<file path="src/rtl/mklsc_pkg.sv">
// Shared types and constants of the multi-KPI link split controller.
// Used by mklsc_ctrl, mklsc_dp and the top level; no dependencies.
package mklsc_pkg;

  localparam int DVD_W    = 84;
  localparam int DVS_W    = 64;
  localparam int QUO_W    = 32;
  localparam int DIV_ITER = DVD_W;
  localparam int CNT_W    = $clog2(DIV_ITER);

  localparam logic [3:0]  SHARE_MIN    = 4'd2;
  localparam logic [3:0]  SHARE_MAX    = 4'd8;
  localparam logic [3:0]  SHARE_RESET  = 4'd7;
  localparam logic [3:0]  SHARE_TOTAL  = 4'd10;
  localparam logic [7:0]  PROTO_TCP    = 8'd6;
  localparam logic [7:0]  PROTO_UDP    = 8'd17;
  localparam logic [15:0] VIDEO_PORT_LO = 16'd43000;
  localparam logic [15:0] VIDEO_PORT_HI = 16'd43999;
  localparam logic [9:0]  SCORE_MAX    = 10'd1000;
  localparam logic [19:0] LOSS_FULL    = 20'd1000000;

  localparam logic [2:0] REG_AP6_ADDR  = 3'd0;
  localparam logic [2:0] REG_REF_LOAD  = 3'd1;
  localparam logic [2:0] REG_REF_DELAY = 3'd2;
  localparam logic [2:0] REG_REF_LOSS  = 3'd3;
  localparam logic [2:0] REG_UPPER     = 3'd4;
  localparam logic [2:0] REG_LOWER     = 3'd5;
  localparam logic [2:0] REG_DWELL     = 3'd6;
  localparam logic [2:0] REG_STEP      = 3'd7;

  typedef enum logic [2:0] {
    OP_LOAD  = 3'd0,
    OP_DELAY = 3'd1,
    OP_LOSS  = 3'd2,
    OP_LSC   = 3'd3,
    OP_DSC   = 3'd4,
    OP_SSC   = 3'd5,
    OP_SCORE = 3'd6
  } op_t;

  typedef struct packed {
    logic acc_en;
    logic prep;
    logic run;
    logic store;
    logic commit;
    op_t  op;
  } dp_cmd_t;

  typedef struct packed {
    logic div_done;
  } dp_sts_t;

endpackage

</file>
<file path="src/rtl/mklsc_ctrl.sv">
// Sequencer of the link split controller: item intake and evaluation steps.
// Depends on mklsc_pkg; drives mklsc_dp through dp_cmd_t, reads dp_sts_t.
module mklsc_ctrl import mklsc_pkg::*; (
  input  logic    clk,
  input  logic    rst_n,
  input  logic    in_valid,
  output logic    in_ready,
  input  logic    in_last_flow,
  output logic    out_valid,
  input  logic    out_ready,
  output dp_cmd_t cmd,
  input  dp_sts_t sts
);

  typedef enum logic [4:0] {
    ST_IDLE  = 5'b00001,
    ST_PREP  = 5'b00010,
    ST_RUN   = 5'b00100,
    ST_STORE = 5'b01000,
    ST_FIN   = 5'b10000
  } state_t;

  state_t state_r, state_nxt;
  op_t    op_r, op_nxt;
  logic   out_valid_r, out_valid_nxt;

  always_comb begin
    state_nxt     = state_r;
    op_nxt        = op_r;
    out_valid_nxt = out_valid_r && !out_ready;
    cmd           = '0;
    cmd.op        = op_r;
    in_ready      = 1'b0;
    case (state_r)
      ST_IDLE: begin
        in_ready = 1'b1;
        if (in_valid) begin
          cmd.acc_en = 1'b1;
          if (in_last_flow) begin
            op_nxt    = OP_LOAD;
            state_nxt = ST_PREP;
          end
        end
      end
      ST_PREP: begin
        cmd.prep = 1'b1;
        if (op_r == OP_SCORE) begin
          state_nxt = ST_STORE;
        end else begin
          state_nxt = ST_RUN;
        end
      end
      ST_RUN: begin
        cmd.run = 1'b1;
        if (sts.div_done) state_nxt = ST_STORE;
      end
      ST_STORE: begin
        cmd.store = 1'b1;
        if (op_r == OP_SCORE) begin
          state_nxt = ST_FIN;
        end else begin
          op_nxt    = op_t'(op_r + 3'd1);
          state_nxt = ST_PREP;
        end
      end
      ST_FIN: begin
        if (!out_valid_r) begin
          cmd.commit    = 1'b1;
          out_valid_nxt = 1'b1;
          state_nxt     = ST_IDLE;
        end
      end
      default: state_nxt = ST_IDLE;
    endcase
  end

  always_ff @(posedge clk) begin
    if (!rst_n) begin
      state_r     <= ST_IDLE;
      op_r        <= OP_LOAD;
      out_valid_r <= 1'b0;
    end else begin
      state_r     <= state_nxt;
      op_r        <= op_nxt;
      out_valid_r <= out_valid_nxt;
    end
  end

  assign out_valid = out_valid_r;

endmodule

</file>
<file path="config.mk">
export PLATFORM = sky130hd
export DESIGN_NAME = mklsc_ctrl
export DESIGN_NICKNAME = d
export VERILOG_FILES = /design/src/rtl/mklsc_pkg.sv /design/src/rtl/mklsc_ctrl.sv
export SDC_FILE = /design/constraint.sdc
export NUM_CORES = 1
export LEC_CHECK = 0
export BUFFER_PORTS_ARGS = -buffer_cell sky130_fd_sc_hd__buf_2
export CELL_PAD_IN_SITES_DETAIL_PLACEMENT = 0
export CELL_PAD_IN_SITES_GLOBAL_PLACEMENT = 1
export CORE_MARGIN = 1
export CORE_UTILIZATION = 40
export CTS_BUF_LIST = sky130_fd_sc_hd__clkbuf_4 sky130_fd_sc_hd__clkbuf_8
export DETAILED_ROUTE_END_ITERATION = 6
export PLACE_DENSITY_LB_ADDON = 0.1
export SYNTH_ARGS = -nofsm -noshare
export SYNTH_HDL_FRONTEND = slang
export SYNTH_SLANG_ARGS = --single-unit
</file>
<file path="constraint.sdc">
create_clock -name clk -period 4.4 [get_ports clk]
set_clock_uncertainty 0.15 [all_clocks]
set_input_delay 0.66 -clock clk [delete_from_list [all_inputs] [get_ports clk]]
set_output_delay 0.66 -clock clk [all_outputs]
set_load 0.01 [all_outputs]
</file>
==> results.md <==
* CTS Buffer Depth at 2
* Logic pwr share at 47.0%
* Startpoint Class: flop
* Port Buffers at 15
* Fillcell total at 115
* First-pass GRT wire length at 1900 um
* Largest net degree at the start of global routing at 8
* Final setup viols at 0
* CTS Root Cell: clkbuf_4
* Place WS at 2.37 ns
* Number of buffers created by CTS at 3
* Finished Core Util at 55.0%
* Pwr per Cell Area at 531 nW/um2
* Fin crit share at 52.5%
* Worst VDD drop at 227 uV
* Mapped Cells at 62
* CTS tree: done
* Max cap viols at 0
* Die outline height at 38.5 um
* Routed wire per std cell at 12.1 um
* Most common cell after layout, fill and taps aside: buf_2
* CTS Sinks at 9
* Buffer count from post-CTS setup fixing at 0
* Worst R2R Setup Slack at 2.55 ns
* Clock power frac at 20.6%
* Post-Syn Area at 533 um2
* Post-DP HPWL at 865 um
* Post-synth ARST share at 0%
* Overflow after GRT at 0
* Worst flop-to-flop path endpoint: op_r[1]
* Fin area at 644 um2
* Final Hold Viols at 0
* Worst-path fanout max at 5
* Detailed-route via count at 512
* Kind of critical path: reg -> out
* # hold bufs at CTS at 0
* Final antenna-violating net count at 0
* Synthesized Nets at 70
* Post-synth EDFFs at 0
* P_sw at 136 uW
* Critical R2R Launch: state_r[4]
* Die X at 38.5 um
* Placed insts at 90
* Critical Path End Type: output port
* Worst Tran Pin Value at 0.338 ns
* Max-slew headroom at 77.2%
* Clock slew at reported path FFs at 0.06 ns
* P_leak at 0.290 nW
* Router iterations before antenna repair at 4
* Final Routed Wirelength at 1140 um
* Vias in the first global route at 442
* Area growth, synth to finish at 20.9%
* Initial core utilization at 45.5%
* RSZ-0062 raised after global routing: no
* Fin worst setup slack at 2.09 ns
* Post-route insts no fill at 94
* Routed vias/inst at 5.45
* Post-CTS sizing at 0
* Sequential area share after synthesis at 33.8%
* Reg2reg path depth at 4
* Cell row count at 12
* Diodes inserted at 0
* Worst Path Required at 3.59 ns
* Initial antenna violation count at 0
* Yosys reg bits at 9
* Setup crit end: cmd[7]
* Syn Area/Cell at 8.60 um2
* Main synth FF type: dfxtp_1
* Slew Limit Fails at 0
* Tmin final at 2.31 ns
* Status: complete, no violations
* Global placer's final weighted congestion at 0.791
* IO Count at 16
* Drc violations at 0
* Hold Path Class: reg -> reg
* CP arrival at 1.50 ns
* Setup TNS at 0 ns
* Layout net count at 89
* Most frequent cells in the layout: buf_2 (15), dfxtp_1 (9), inv_1 (5), nor2_1 (5), a21oi_1 (5)
* H-tree depth at 1
* Ys Warns at 0
* Netlist cell types at 29
* Worst Hold Launch: op_r[0]
* F_max at 433 MHz
* All-layer global routing usage at 17.9%
* Die area at 1480 um2
* Flop pwr share at 32.4%
* DP Area at 614 um2
* Clock Latency Late Sink at 0.26 ns
* Sw Ratio at 39.6%
* Placeable Area at 1170 um2
* DR iter-0 viols at 14
* Int Power at 207 uW
* Layout cell share with drive strength beyond 1 at 30.0%
* CP startpoint: state_r[4]
==> worst min path at each step <==
stage | endpoint | slack (ns) | depth (start not counted)
after floorplan | op_r[1] | 0.38 | 2
after global placement | op_r[1] | 0.36 | 2
after detailed placement | op_r[0] | 0.37 | 2
after CTS | op_r[0] | 0.39 | 2
after global routing | op_r[1] | 0.43 | 2
final | op_r[0] | 0.38 | 2
==> per-stage QoR <==
stage                     hold WS [ns]  power [mW]
after detailed placement         0.370       0.270
after global placement           0.363       0.273
after floorplan                  0.376       0.227
final                            0.384       0.342
after CTS                        0.385       0.343
after global routing             0.427       0.369
==> per-layer routing <==
layer / vias to the layer above / track usage [%] / share of wire, %
met5: - / 0 / 0
met4: 0 / 5.17 / 0
met3: 0 / 1.74 / 3.7
met2: 9 / 26.3 / 41
met1: 240 / 27.4 / 55
li1: 263 / - / -
==> state kept, by name, indices dropped and copies added, names as in the netlist <==
register   cells
op_r           3
out_valid      1
state_r        5
==> synthesized netlist by cell type, types with 2 or more instances <==
cell type | n | area share (%)
a211oi_1 | 2 | 2.8
a21oi_1 | 5 | 4.7
and2_1 | 2 | 2.3
dfxtp_1 | 9 | 34
ha_1 | 2 | 4.7
inv_1 | 5 | 3.5
nand2_1 | 4 | 2.8
nand3_1 | 3 | 2.8
nor2_1 | 5 | 3.5
nor2b_1 | 2 | 2.3
o21ai_0 | 3 | 2.8
o311ai_0 | 2 | 3.3
or4b_1 | 2 | 3.8
==> worst max-delay path, stage by stage, from the launching register on <==
cell and delay [ns]:
dfxtp_1 0.34, or3_4 0.43, and2b_2 0.24, and2_1 0.12, buf_2 0.12
==> layout make-up <==
type	instances	area, um2	share of cell area, %
Clock buffer	4	30.0	4.66
Timing Repair Buffer	15	75.1	11.7
Multi-Input combinational cell	47	323	50.1
Tap cell	14	17.5	2.72
Sequential cell	9	180	28.0
Inverter	5	18.8	2.91
==> cells by family (layout without fill, tap and decap cells) <==
kind of cell | Yosys count | count (layout) | synth area share [%]
AND/OR/NAND/NOR | 28 | 28 | 33.6
adder cells (fa/ha/maj) | 2 | 2 | 4.69
AO/OA/AOI/OAI | 16 | 16 | 20.4
buffers and inverters | 6 | 24 | 5.63
multiplexers | 1 | 1 | 1.88
flip-flops | 9 | 9 | 33.8
==> power groups by stage <==
stage / clock network (mW) / logic, mW / registers [mW]
3_3_place_gp: 0 / 0.161 / 0.112
2_1_floorplan: 0 / 0.118 / 0.109
4_1_cts: 0.0737 / 0.159 / 0.110
3_5_place_dp: 0 / 0.158 / 0.112
6_report: 0.0705 / 0.161 / 0.111
5_1_grt: 0.0755 / 0.179 / 0.114
(Power assumes the default switching activity.)
